--- config.mk ---
export PLATFORM = sky130hd
export DESIGN_NAME = html_numeric_reference_encoder
export DESIGN_NICKNAME = d
export VERILOG_FILES = /design/src/rtl/hnre_pkg.sv /design/src/rtl/html_numeric_reference_encoder.sv
export SDC_FILE = /design/constraint.sdc
export NUM_CORES = 1
export LEC_CHECK = 0
export CAP_MARGIN = 5
export CELL_PAD_IN_SITES_DETAIL_PLACEMENT = 1
export CELL_PAD_IN_SITES_GLOBAL_PLACEMENT = 1
export CORE_MARGIN = 2
export CORE_UTILIZATION = 46
export DETAILED_ROUTE_END_ITERATION = 8
export DONT_BUFFER_PORTS = 1
export GPL_ROUTABILITY_DRIVEN = 0
export GPL_TIMING_DRIVEN = 0
export PLACE_DENSITY_LB_ADDON = 0.1
export SYNTH_ARGS = -nofsm -noshare
export SYNTH_HDL_FRONTEND = slang
export SYNTH_SLANG_ARGS = --single-unit
--- constraint.sdc ---
create_clock -name aclk -period 11.1 [get_ports aclk]
set_clock_uncertainty 0.15 [all_clocks]
set_input_delay 3.33 -clock aclk [delete_from_list [all_inputs] [get_ports aclk]]
set_output_delay 3.33 -clock aclk [all_outputs]
set_load 0.03 [all_outputs]
--- src/rtl/hnre_pkg.sv ---
// Package for the HTML numeric character reference encoder.
// Holds the request/result structs, character codes, register indexes and the digit split.
// No dependencies.
`timescale 1ns / 1ps
`default_nettype none

package hnre_pkg;

    // Headroom kept free in the destination on top of the "&#" prefix.
    localparam int unsigned RESERVE = 16;
    localparam int unsigned MAX_RESULTS = 8;
    localparam int unsigned CNT_W = 16;
    localparam int unsigned CFG_DATA_W = 16;
    localparam int unsigned CFG_IDX_W = 1;

    localparam logic [CFG_IDX_W-1:0] CFG_CAPACITY = 1'd0;
    localparam logic [CFG_IDX_W-1:0] CFG_SIGNED_BYTES = 1'd1;

    localparam logic [CNT_W-1:0] CAPACITY_RESET = 16'd128;

    localparam logic [7:0] CHAR_AMP = 8'h26;
    localparam logic [7:0] CHAR_HASH = 8'h23;
    localparam logic [7:0] CHAR_SEMI = 8'h3B;
    localparam logic [7:0] CHAR_MINUS = 8'h2D;
    localparam logic [7:0] CHAR_ZERO = 8'h30;
    localparam logic [7:0] CHAR_NUL = 8'h00;

    typedef struct packed {
        logic [7:0] byte_in;
        logic       last_byte;
    } hnre_in_t;

    typedef struct packed {
        logic [7:0]       out_char;
        logic             out_last;
        logic             failed;
        logic [CNT_W-1:0] length;
    } hnre_out_t;

    // One queued result; length is kept once per request, not per entry.
    typedef struct packed {
        logic [7:0] ch;
        logic       last;
        logic       failed;
    } hnre_entry_t;

    typedef struct packed {
        logic [3:0] hundreds;
        logic [3:0] tens;
        logic [3:0] ones;
    } hnre_digits_t;

    // Split a value of 0..255 into decimal digits.
    // Tens come from a multiply by 205 and shift by 11, exact below 1029.
    function automatic hnre_digits_t split_digits(input logic [7:0] mag);
        hnre_digits_t d;
        logic [7:0]   rem;
        logic [17:0]  prod;
        begin
            if (mag >= 8'd200) begin
                d.hundreds = 4'd2;
                rem = mag - 8'd200;
            end else if (mag >= 8'd100) begin
                d.hundreds = 4'd1;
                rem = mag - 8'd100;
            end else begin
                d.hundreds = 4'd0;
                rem = mag;
            end
            prod = 18'(rem) * 18'd205;
            d.tens = prod[14:11];
            d.ones = 4'(rem - 8'(d.tens) * 8'd10);
            return d;
        end
    endfunction

endpackage

`default_nettype wire

--- src/rtl/html_numeric_reference_encoder.sv ---
// Top level of the HTML numeric character reference encoder.
// Depends on hnre_pkg for structs, character codes and the digit split.
// Latency: the first result of a request is presented the cycle after its acceptance.
// Throughput: one result per cycle while m_ready is high; a request queues as many
// results as it yields (0 when absorbed, 1 on failure, 4 to 8 when encoded).
// Reset (aresetn low, synchronous): capacity 128, signed mode on, count and fail flag cleared.
`timescale 1ns / 1ps
`default_nettype none

module html_numeric_reference_encoder (
    input  wire logic                                aclk,
    input  wire logic                                aresetn,
    // configuration write port
    input  wire logic                                cfg_we,
    input  wire logic [hnre_pkg::CFG_IDX_W-1:0]      cfg_index,
    input  wire logic [hnre_pkg::CFG_DATA_W-1:0]     cfg_wdata,
    // request channel
    input  wire logic                                s_valid,
    output logic                                     s_ready,
    input  wire hnre_pkg::hnre_in_t                  s_payload,
    // result channel
    output logic                                     m_valid,
    input  wire logic                                m_ready,
    output hnre_pkg::hnre_out_t                      m_payload
);

    // ------------------------------------------------------------------
    // Configuration registers
    // ------------------------------------------------------------------
    logic [hnre_pkg::CNT_W-1:0] capacity_reg;
    logic                       signed_reg;

    always_ff @(posedge aclk) begin
        if (!aresetn) begin
            capacity_reg <= hnre_pkg::CAPACITY_RESET;
            signed_reg   <= 1'b1;
        end else if (cfg_we) begin
            unique case (cfg_index)
                hnre_pkg::CFG_CAPACITY:     capacity_reg <= cfg_wdata;
                hnre_pkg::CFG_SIGNED_BYTES: signed_reg   <= cfg_wdata[0];
                default: ;
            endcase
        end
    end

    // ------------------------------------------------------------------
    // String state and result queue
    // ------------------------------------------------------------------
    logic [hnre_pkg::CNT_W-1:0] out_count_reg, out_count_next;
    logic                       fail_latch_reg, fail_latch_next;

    // Results of the request in flight; read out one per cycle while m_ready is high.
    hnre_pkg::hnre_entry_t      seq_reg [hnre_pkg::MAX_RESULTS];
    hnre_pkg::hnre_entry_t      seq_next [hnre_pkg::MAX_RESULTS];
    logic [hnre_pkg::CNT_W-1:0] len_reg, len_next;
    logic [2:0]                 idx_reg;
    logic [3:0]                 left_reg, seq_count;

    logic s_fire, m_fire;
    assign s_fire = s_valid && s_ready;
    assign m_fire = m_valid && m_ready;

    // Take a new request when the queue is empty or its final result leaves now.
    assign s_ready = (left_reg == 4'd0) || (left_reg == 4'd1 && m_ready);

    // ------------------------------------------------------------------
    // Encode one request into its result sequence
    // ------------------------------------------------------------------
    logic                       neg;
    logic [7:0]                 mag;
    hnre_pkg::hnre_digits_t     dig;
    logic [16:0]                need;
    logic                       cap_fail;
    logic [3:0]                 pos;
    logic [hnre_pkg::CNT_W-1:0] sum_count;

    always_comb begin
        neg  = signed_reg && s_payload.byte_in[7];
        // 256 - b fits 8 bits for b in 128..255 as the two's complement negation
        mag  = neg ? (8'd0 - s_payload.byte_in) : s_payload.byte_in;
        dig  = hnre_pkg::split_digits(mag);
        need = {1'b0, out_count_reg} + 17'(2 + hnre_pkg::RESERVE);
        cap_fail = (need >= {1'b0, capacity_reg});

        for (int i = 0; i < int'(hnre_pkg::MAX_RESULTS); i++) begin
            seq_next[i] = '0;
        end
        pos             = 4'd0;
        sum_count       = out_count_reg;
        len_next        = '0;
        out_count_next  = out_count_reg;
        fail_latch_next = fail_latch_reg;

        if (fail_latch_reg) begin
            // Absorb the rest of a failed string; its last byte rearms the encoder.
            if (s_payload.last_byte) begin
                fail_latch_next = 1'b0;
                out_count_next  = '0;
            end
        end else if (cap_fail) begin
            seq_next[0] = '{ch: hnre_pkg::CHAR_NUL, last: 1'b1, failed: 1'b1};
            pos = 4'd1;
            if (s_payload.last_byte) begin
                out_count_next = '0;
            end else begin
                fail_latch_next = 1'b1;
            end
        end else begin
            seq_next[pos[2:0]] = '{ch: hnre_pkg::CHAR_AMP, last: 1'b0, failed: 1'b0};
            pos = pos + 4'd1;
            seq_next[pos[2:0]] = '{ch: hnre_pkg::CHAR_HASH, last: 1'b0, failed: 1'b0};
            pos = pos + 4'd1;
            if (neg) begin
                seq_next[pos[2:0]] = '{ch: hnre_pkg::CHAR_MINUS, last: 1'b0, failed: 1'b0};
                pos = pos + 4'd1;
            end
            if (mag >= 8'd100) begin
                seq_next[pos[2:0]] = '{ch: hnre_pkg::CHAR_ZERO + 8'(dig.hundreds),
                                       last: 1'b0, failed: 1'b0};
                pos = pos + 4'd1;
            end
            if (mag >= 8'd10) begin
                seq_next[pos[2:0]] = '{ch: hnre_pkg::CHAR_ZERO + 8'(dig.tens),
                                       last: 1'b0, failed: 1'b0};
                pos = pos + 4'd1;
            end
            seq_next[pos[2:0]] = '{ch: hnre_pkg::CHAR_ZERO + 8'(dig.ones),
                                   last: 1'b0, failed: 1'b0};
            pos = pos + 4'd1;
            seq_next[pos[2:0]] = '{ch: hnre_pkg::CHAR_SEMI, last: 1'b0, failed: 1'b0};
            pos = pos + 4'd1;

            sum_count      = out_count_reg + hnre_pkg::CNT_W'(pos);
            out_count_next = sum_count;

            // Terminator carries the final length and closes the string.
            if (s_payload.last_byte) begin
                seq_next[pos[2:0]] = '{ch: hnre_pkg::CHAR_NUL, last: 1'b1, failed: 1'b0};
                pos            = pos + 4'd1;
                len_next       = sum_count;
                out_count_next = '0;
            end
        end
        seq_count = pos;
    end

    // Control state: count, fail flag, queue position.
    always_ff @(posedge aclk) begin
        if (!aresetn) begin
            out_count_reg  <= '0;
            fail_latch_reg <= 1'b0;
            idx_reg        <= '0;
            left_reg       <= '0;
        end else if (s_fire) begin
            // load wins over drain: the drained result was the final one anyway
            out_count_reg  <= out_count_next;
            fail_latch_reg <= fail_latch_next;
            idx_reg        <= '0;
            left_reg       <= seq_count;
        end else if (m_fire) begin
            idx_reg  <= idx_reg + 3'd1;
            left_reg <= left_reg - 4'd1;
        end
    end

    // Payload of the queue: no reset needed.
    always_ff @(posedge aclk) begin
        if (s_fire) begin
            for (int i = 0; i < int'(hnre_pkg::MAX_RESULTS); i++) begin
                seq_reg[i] <= seq_next[i];
            end
            len_reg <= len_next;
        end
    end

    // ------------------------------------------------------------------
    // Result port: present the queue head
    // ------------------------------------------------------------------
    hnre_pkg::hnre_entry_t head;

    always_comb begin
        head                = seq_reg[idx_reg];
        m_valid             = (left_reg != 4'd0);
        m_payload.out_char  = head.ch;
        m_payload.out_last  = head.last;
        m_payload.failed    = head.failed;
        // length only rides on the terminator
        m_payload.length    = (head.last && !head.failed) ? len_reg : '0;
    end

    // ------------------------------------------------------------------
    // Assertions
    // ------------------------------------------------------------------
    // An absorbed byte queues no result.
    assert property (@(posedge aclk) disable iff (!aresetn)
        s_fire && fail_latch_reg |=> !m_valid)
        else $error("absorbed byte produced a result");

    // The closing result of a string is always the last one queued.
    assert property (@(posedge aclk) disable iff (!aresetn)
        m_valid && m_payload.out_last |-> left_reg == 4'd1)
        else $error("closing result is not at the end of the queue");

    // A request never queues more than the maximum number of results.
    assert property (@(posedge aclk) disable iff (!aresetn)
        s_fire |=> left_reg <= 4'(hnre_pkg::MAX_RESULTS))
        else $error("result queue overfilled");

    // A failure that does not end the string keeps the count and arms the absorb flag.
    assert property (@(posedge aclk) disable iff (!aresetn)
        s_fire && !fail_latch_reg && cap_fail && !s_payload.last_byte |=> fail_latch_reg)
        else $error("failure did not arm absorbing");

endmodule

`default_nettype wire

Word-level counts from Yosys, hierarchy flattened. Memory sizes are Yosys's and may differ from the RTL's. A register that Yosys moved wholly into a read port is not among the register bits. Cells that the tools add are included. W data, S select, Z words.

Flip-flop bits (word level): 57. Bits in writable memories: 80. Bits of input ports: 31. Output and inout port bits: 28. Word-level logic and storage cells: 131. Memories kept: 1.

Add/sub/neg operators: 16. $mul: 2. Order comparisons: 14. Equality and inequality tests: 1. Muxes and demuxes: 57. Bitwise gates (word level): 14. Reductions and logical operators: 19.

Memory list: seq_reg (depth 8, width 10, read ports 1, clocked after Yosys merged registers in 1, wr ports 8, RTL line html_numeric_reference_encoder.sv:53) `hnre_pkg::hnre_entry_t seq_reg [hnre_pkg::MAX_RESULTS];`.

Operators by type and width (count): $mux W80 (8); $bwmux W80 (3); $demux W10 S3 (5); $mux W10 (8); $mux W16 (5); $and A72 B72 Y72 (1); $not A72 Y72 (1); $mux W70 (1); $mux W4 (13); $and A40 B40 Y40 (1); $not A40 Y40 (1); $or A40 B40 Y40 (1); $mux W8 (4); $add A6 B4 Y7 const A (3); $add A4 B1 Y4 const B (5); $ge A4 B4 Y1 const B (5); $lt A4 B1 Y1 const B (5); $not A3 Y4 (5); $add A16 B5 Y17 const B (1); $ge A17 B16 Y1 (1); $add A16 B4 Y16 (1); $mul A8 B8 Y15 const B (1); $logic_and A1 B1 Y1 (10); $ge A8 B4 Y1 const B (1); other kinds (23) (33).

Longest topological paths before layout. Gate-level depths: netlist of run 1.

Word-level depth: 24. Depth in mapped cells: 35. Mapped depth without buffers: 33.

Worst setup path before layout of run 1. OpenSTA, ideal clock, no wires.

Kind: input port to flip-flop. From: input s_payload[1] (netlist bit). To: memory seq_reg[2][5] (netlist bit) (data pin). Setup time: 0.167 ns. Arrival: 10.924 ns. Required time: 10.783 ns. Slack: -0.141 ns. Cell stages on the path: 33. Path buffers: 1. Path through: inv_2 > ha_1 > or3b_1 > a211oi_4 > ha_1 > nand2_1 > o311ai_1 > a31o_1 > buf_6 > inv_6 > or3_2 > o21ai_0 > xnor2_1 > inv_1 > ha_1 > inv_1 > fa_1 > inv_1 > fa_1 > inv_1 > fa_1 > inv_1 > ha_1 > a21o_1 > a21o_1 > a221o_1 > a31oi_4 > xnor2_4 > ha_1 > fa_1 > xor2_1 > xnor3_2 > a221oi_2.

RTL lines: start, declared (RTL line html_numeric_reference_encoder.sv:20) `input wire hnre_pkg::hnre_in_t s_payload,`; end, declared (RTL line html_numeric_reference_encoder.sv:53).

==> impl_metrics.env, run 1 <==
export IMPL_pwr_share_clk=0.117
export IMPL_power_frac_seq=0.234
export IMPL_maxSlewHeadroom=0.2732
export IMPL_end_kind="flip-flop"
export IMPL_netlist_area_sq_um=8368
export IMPL_dpl_hpwl_mm=17.82
export IMPL_syn_inst=890
export IMPL_status="finished, final reports clean"
export IMPL_crit_fanout=7
export IMPL_power_switching_mw=1.299
export IMPL_cts_tree="done"
export IMPL_drtIter0Drc=355
export IMPL_layout_nets=1046
export IMPL_antenna_found_initial=0
export IMPL_max_stage_delay_ns=0.56
export IMPL_wl_mm=23.16
export IMPL_drv_slew=0
export IMPL_r2r_end="seq_reg[2][5]"
export IMPL_layout_worst_path_cycle_share=0.9904
export IMPL_drive_above_1_share=0.1178
export IMPL_hold_buffers=0
export IMPL_p_per_area_nw_per_um2=306.5
export IMPL_syn2layout_area_growth_pct=10.41
export IMPL_vias=6669
export IMPL_maxCapViolCount=0
export IMPL_slowest_stage="fa_1"
export IMPL_io_pins=59
export IMPL_r2r_start="signed_reg"
export IMPL_rows=49
export IMPL_synth_edf_count=68
export IMPL_overflow=0
export IMPL_cp_start_kind="input pin"
export IMPL_avgRoutedWirePerCell_um=20.07
export IMPL_ff2ff_path_depth=32
export IMPL_clkTransAtPathRegs_ns=0.09
export IMPL_register_area_sq_um=2923
export IMPL_drc_errors=0
export IMPL_finalSetupTns_ns=0
export IMPL_cts_sinks=112
export IMPL_first_pass_iters=5
export IMPL_multi_input_area_sq_um=5081
export IMPL_synth_seq_cells=112
export IMPL_ys_types=85
export IMPL_fin_util=0.5161
export IMPL_grt_use_total=0.2420
export IMPL_clkLatencyLatePin_ns=0.37
export IMPL_design_die_area_sq_um=19290
export IMPL_hold_violations=0
export IMPL_start_util=0.4674
export IMPL_p_leak_nw=3.666
export IMPL_die_x_um=138.9
export IMPL_intPower_mw=1.533
export IMPL_core_sq_um=17900
export IMPL_hold_depth=2
export IMPL_synth_main_ff_cell="edfxtp_1"
export IMPL_hp_start="capacity_reg[5]"
export IMPL_crit_required_ns=11.13
export IMPL_numPortBuffers=0
export IMPL_htreeDepth=3
export IMPL_fillers=2028
export IMPL_max_freq_mhz=90.97
export IMPL_grt_pass1_wl_mm=37.66
export IMPL_cts_root_buf="clkbuf_16"
export IMPL_finalSetupViolCount=0
export IMPL_tightest_slew_ns=1.082
export IMPL_hold_path_class="flip-flop to flip-flop"
export IMPL_ir_worst_vdd_mv=0.3054
export IMPL_die_height_um=138.9
export IMPL_period_needed_ns=10.99
export IMPL_grt_pass1_vias=7038
export IMPL_crit_type="input pin to flip-flop"
export IMPL_grt_start_max_net_pins=46
export IMPL_clock_path_buffers=2
export IMPL_largest_reg_flops=52
export IMPL_swShare=0.4586
export IMPL_yosysSeqAreaShare=0.3493
export IMPL_synth_avg_cell_area_sq_um=9.402
export IMPL_viasPerCell=5.779
export IMPL_regToRegSetupSlack_ns=3.05
export IMPL_arrival_ns=11.02
export IMPL_cts_buffers=9
export IMPL_ant_nets=0
export IMPL_synth_warnings=0
export IMPL_whs_endpoint="capacity_reg[5]"
export IMPL_p_comb_frac=0.649
export IMPL_antenna_cells=0
export IMPL_async_flop_share=0
cell usage after synthesis, types with 5 or more instances:
library cell  count  area share
xnor2_1          32       0.033
o22ai_1           6      0.0045
a21o_1           13       0.012
mux4_2           13       0.035
edfxtp_1         68        0.24
nand4_1          10      0.0075
o21ai_0          27       0.016
and2_1           23       0.017
nand3_1          23       0.014
fa_1             14       0.033
clkbuf_1         30       0.013
nor3_1           13      0.0078
a21oi_1          58       0.035
a211o_1           6      0.0063
inv_1            69       0.031
nand2b_1          6      0.0045
buf_1             8      0.0036
a31oi_1          28       0.021
ha_1             81        0.12
dfxtp_1          44        0.11
o21a_1            6      0.0054
and3_1           12      0.0090
buf_4             5      0.0045
xor2_1           16       0.017
nor2_1           60       0.027
nand2_1         105       0.047
nor2b_1          11      0.0082
power by group through the flow:
stage	clock, mW	combinational, mW	sequential [mW]
detailed placement	0	1.55	0.674
CTS	0.335	1.62	0.665
finish	0.331	1.84	0.664
global route	0.349	1.99	0.677
global placement	0	1.48	0.673
floorplan	0	1.16	0.659
worst max path at each step:
stage                  from       endpoint  slack [ns]  cells past startpoint
4_1_cts        s_payload[2]  seq_reg[2][5]       0.005                     33
3_5_place_dp   s_payload[1]  seq_reg[1][4]       -1.13                     32
6_report       s_payload[2]  seq_reg[2][5]        0.11                     33
5_1_grt        s_payload[2]  seq_reg[2][5]       -0.08                     33
2_1_floorplan  s_payload[1]  seq_reg[2][5]        0.01                     33
3_3_place_gp   s_payload[1]  seq_reg[1][4]       -0.96                     32
area by class of cell:
| type | instances | area share |
|---|---|---|
| timing repair buffer | 19 | 0.01612 |
| sequential | 112 | 0.3164 |
| clock inverter | 7 | 0.007584 |
| buffer | 46 | 0.02262 |
| inverter | 73 | 0.03196 |
| tap | 229 | 0.03101 |
| clock buffer | 9 | 0.02438 |
| multi-input combinational | 659 | 0.5500 |
stage by stage:
step / setup WS (ns) / power, mW / hold slack [ns] / instances / area (sq um)
global route: -0.08451 / 3.019 / 0.3293 / 1154 / 9239
CTS: 0.004553 / 2.618 / 0.3123 / 1144 / 9060
floorplan: 0.009647 / 1.818 / 0.2863 / 891 / 8397
finish: 0.1068 / 2.832 / 0.3086 / 1154 / 9239
global placement: -0.9596 / 2.155 / 0.2952 / 1120 / 8683
detailed placement: -1.126 / 2.225 / 0.3003 / 1123 / 8712
worst max-delay path: cells and delay by family:
kind / cells / cell delay (ns)
compound gates: 9 / 2.16
simple gates: 3 / 0.92
buf+inv: 8 / 0.56
xor+xnor: 4 / 0.96
fa+ha+maj: 9 / 3.10
repair_timing:
action,in CTS,in global routing
gates resized for setup,4,22
buffers inserted,6,10
pin swaps,5,10
setup endpoints to repair,24,16
logic make-up (layout without fill, tap and decap cells):
logic type               after synthesis  after routing  synth area share
AO/OA/AOI/OAI                        196            196            0.1569
flip-flops                           112            112            0.3493
buffers and inverters                120            154           0.05876
AND/OR/NAND/NOR                      291            291            0.1703
XOR/XNOR                              53             53           0.06220
multiplexers                          21             21           0.04710
adder cells (fa/ha/maj)               95             95            0.1546
other                                  2              3         0.0008975
routing by layer:
| metal | vias up | track usage | wire, um |
|---|---|---|---|
| li1 | 3218 | - | - |
| met1 | 3308 | 0.3399 | 10990 |
| met2 | 121 | 0.4013 | 11090 |
| met3 | 22 | 0.03522 | 761 |
| met4 | 0 | 0.05051 | 322 |
| met5 | - | 0 | 0 |
cell usage in the layout, fill, tap and decap left out, types with 4 or more instances in the layout:
cell,Yosys,routed
nand4_1,10,10
nor2b_1,11,11
clkbuf_1,30,30
nor3_1,13,13
buf_1,8,8
a31oi_1,28,28
mux2_2,4,4
xor2_1,16,15
o22ai_1,6,5
and4_1,4,4
dfxtp_1,44,44
mux4_2,13,13
ha_1,81,76
a211o_1,6,6
xnor2_1,32,31
nand2b_1,6,6
inv_2,3,6
nand2_1,105,104
o21ai_1,4,4
inv_1,69,64
a21o_1,13,13
nor2_1,60,60
fa_1,14,13
o21ai_0,27,26
and2_1,23,23
nand3_1,23,23
clkbuf_16,0,9
o21a_1,6,6
edfxtp_1,68,68
a21oi_1,58,58
and3_1,12,12
buf_4,5,21
Note: power is estimated with default switching activity, not from simulation.
==> inputs of run 2 (changes only) <==
--- a/config.mk
+++ b/config.mk
@@ -13,7 +13,6 @@
 export DETAILED_ROUTE_END_ITERATION = 8
 export DONT_BUFFER_PORTS = 1
 export GPL_ROUTABILITY_DRIVEN = 0
-export GPL_TIMING_DRIVEN = 0
 export PLACE_DENSITY_LB_ADDON = 0.1
 export SYNTH_ARGS = -nofsm -noshare
 export SYNTH_HDL_FRONTEND = slang
==> impl_metrics.env, run 2 (synthesis gave the netlist of run 1 again) <==
export IMPL_status="finished, final reports clean"
export IMPL_clock_path_buffers=2
export IMPL_fin_util=0.5017
export IMPL_hp_start="capacity_reg[15]"
export IMPL_ir_worst_vdd_mv=0.2728
export IMPL_period_needed_ns=10.90
export IMPL_drtIter0Drc=369
export IMPL_cts_root_buf="clkbuf_16"
export IMPL_viasPerCell=5.895
export IMPL_grt_start_max_net_pins=60
export IMPL_grt_pass1_wl_mm=36.00
export IMPL_vias=6543
export IMPL_wl_mm=22.45
export IMPL_drive_above_1_share=0.1056
export IMPL_design_die_area_sq_um=19290
export IMPL_drv_slew=0
export IMPL_final_area_sq_um=8981
export IMPL_drc_errors=0
export IMPL_clkTransAtPathRegs_ns=0.07
export IMPL_numPortBuffers=0
export IMPL_crit_type="input pin to flip-flop"
export IMPL_layout_worst_path_cycle_share=0.9824
export IMPL_place_area_sq_um=8612
export IMPL_avgRoutedWirePerCell_um=20.22
export IMPL_finalSetupViolCount=0
export IMPL_ff2ff_path_depth=30
export IMPL_maxSlewHeadroom=0.2541
export IMPL_die_height_um=138.9
export IMPL_arrival_ns=10.94
export IMPL_r2r_end="seq_reg[5][5]"
export IMPL_syn2layout_area_growth_pct=7.327
export IMPL_regToRegSetupSlack_ns=2.83
export IMPL_io_pins=59
export IMPL_htreeDepth=3
export IMPL_slowest_stage="fa_1"
export IMPL_cts_buffers=9
export IMPL_cts_tree="done"
export IMPL_crit_required_ns=11.14
export IMPL_grt_use_total=0.2322
export IMPL_final_cell_mix="105 x nand2_1, 78 x ha_1, 68 x edfxtp_1"
export IMPL_core_sq_um=17900
export IMPL_largest_reg_flops=52
export IMPL_hold_buffers=0
export IMPL_whs_endpoint="capacity_reg[15]"
export IMPL_p_per_area_nw_per_um2=291.0
export IMPL_hold_violations=0
export IMPL_tightest_slew_ns=1.110
export IMPL_mostFrequentLayoutCell="nand2_1"
export IMPL_p_leak_nw=3.591
export IMPL_start_util=0.4674
export IMPL_cpMostUsedCell="inv_1"
export IMPL_rows=49
export IMPL_cp_start_kind="input pin"
export IMPL_layout_nets=1002
export IMPL_die_x_um=138.9
export IMPL_hold_depth=2
export IMPL_max_stage_delay_ns=0.53
export IMPL_max_freq_mhz=91.71
export IMPL_ant_nets=0
export IMPL_antenna_found_initial=0
export IMPL_dpl_hpwl_mm=17.36
export IMPL_crit_fanout=7
export IMPL_grt_pass1_vias=6760
export IMPL_critical_path_top_delay_family="adder cells"
export IMPL_overflow=0
export IMPL_antenna_cells=0
export IMPL_hold_path_class="flip-flop to flip-flop"
export IMPL_maxCapViolCount=0
export IMPL_first_pass_iters=5
export IMPL_end_kind="flip-flop"
export IMPL_cts_sinks=112
export IMPL_cp_buffers_inverters=8
export IMPL_r2r_start="signed_reg"
export IMPL_clkLatencyLatePin_ns=0.37
## run 2: cell types whose count changed in the layout (fill, tap and decap cells not counted), sizes merged
cell    previous run  this run
clkinv             4         3
inv               75        76
buf               35        21
clkbuf            39         9
## run 2: how the worst max path moves through the flow
stage	depth (start not counted)	end	from	slack, ns
final	33	seq_reg[5][5]	s_payload[2]	0.20
after CTS	32	seq_reg[3][5]	s_payload[2]	0.19
after floorplan	33	seq_reg[2][5]	s_payload[1]	0.01
after global placement	32	seq_reg[3][5]	s_payload[2]	0.10
after detailed placement	32	seq_reg[1][5]	s_payload[2]	-0.18
after global routing	33	seq_reg[5][5]	s_payload[2]	-0.04
## run 2: what timing repair did
item	CTS	global route
setup buffers	0	3
gates resized for setup	0	8
endpoints found under the setup margin	0	11
## run 2: tightest hold or removal path: stages (launching register included)
cell and delay, ns:
dfxtp_1 0.32, nand2_1 0.05, a21oi_1 0.05
## run 2: report_power, final
part | internal, mW | switching [mW] | total, mW
Sequential | 0.623 | 0.0617 | 0.685
Combinational | 0.634 | 0.968 | 1.60
Clock | 0.159 | 0.167 | 0.326
Total | 1.42 | 1.20 | 2.61
## run 2: cell type report
cell class / count / area (sq um)
fill: 2058 / 8921
multi-input combinational: 659 / 5036
sequential: 112 / 2923
tap: 229 / 286.5
inverter: 73 / 282.8
clock buffer: 9 / 225.2
timing repair buffer: 21 / 157.7
clock inverter: 7 / 70.07
## run 2: stage by stage
step / setup WS (ns) / TNS [ns] / power, mW / hold slack (ns) / cells
floorplan: 0.009647 / 0 / 1.818 / 0.2863 / 891
global placement: 0.1025 / 0 / 2.151 / 0.2962 / 1091
detailed placement: -0.1820 / -1.082 / 2.213 / 0.3053 / 1091
CTS: 0.1931 / 0 / 2.551 / 0.3163 / 1107
global route: -0.03771 / -0.07993 / 2.795 / 0.3375 / 1110
finish: 0.1957 / 0 / 2.613 / 0.3139 / 1110
## run 2: per-layer routing
| layer | wire, um | track usage | up-vias |
|---|---|---|---|
| li1 | - | - | 3130 |
| met1 | 10780 | 0.3321 | 3259 |
| met2 | 10530 | 0.3778 | 139 |
| met3 | 877 | 0.03108 | 15 |
| met4 | 250 | 0.05316 | 0 |
| met5 | 0 | 0 | - |
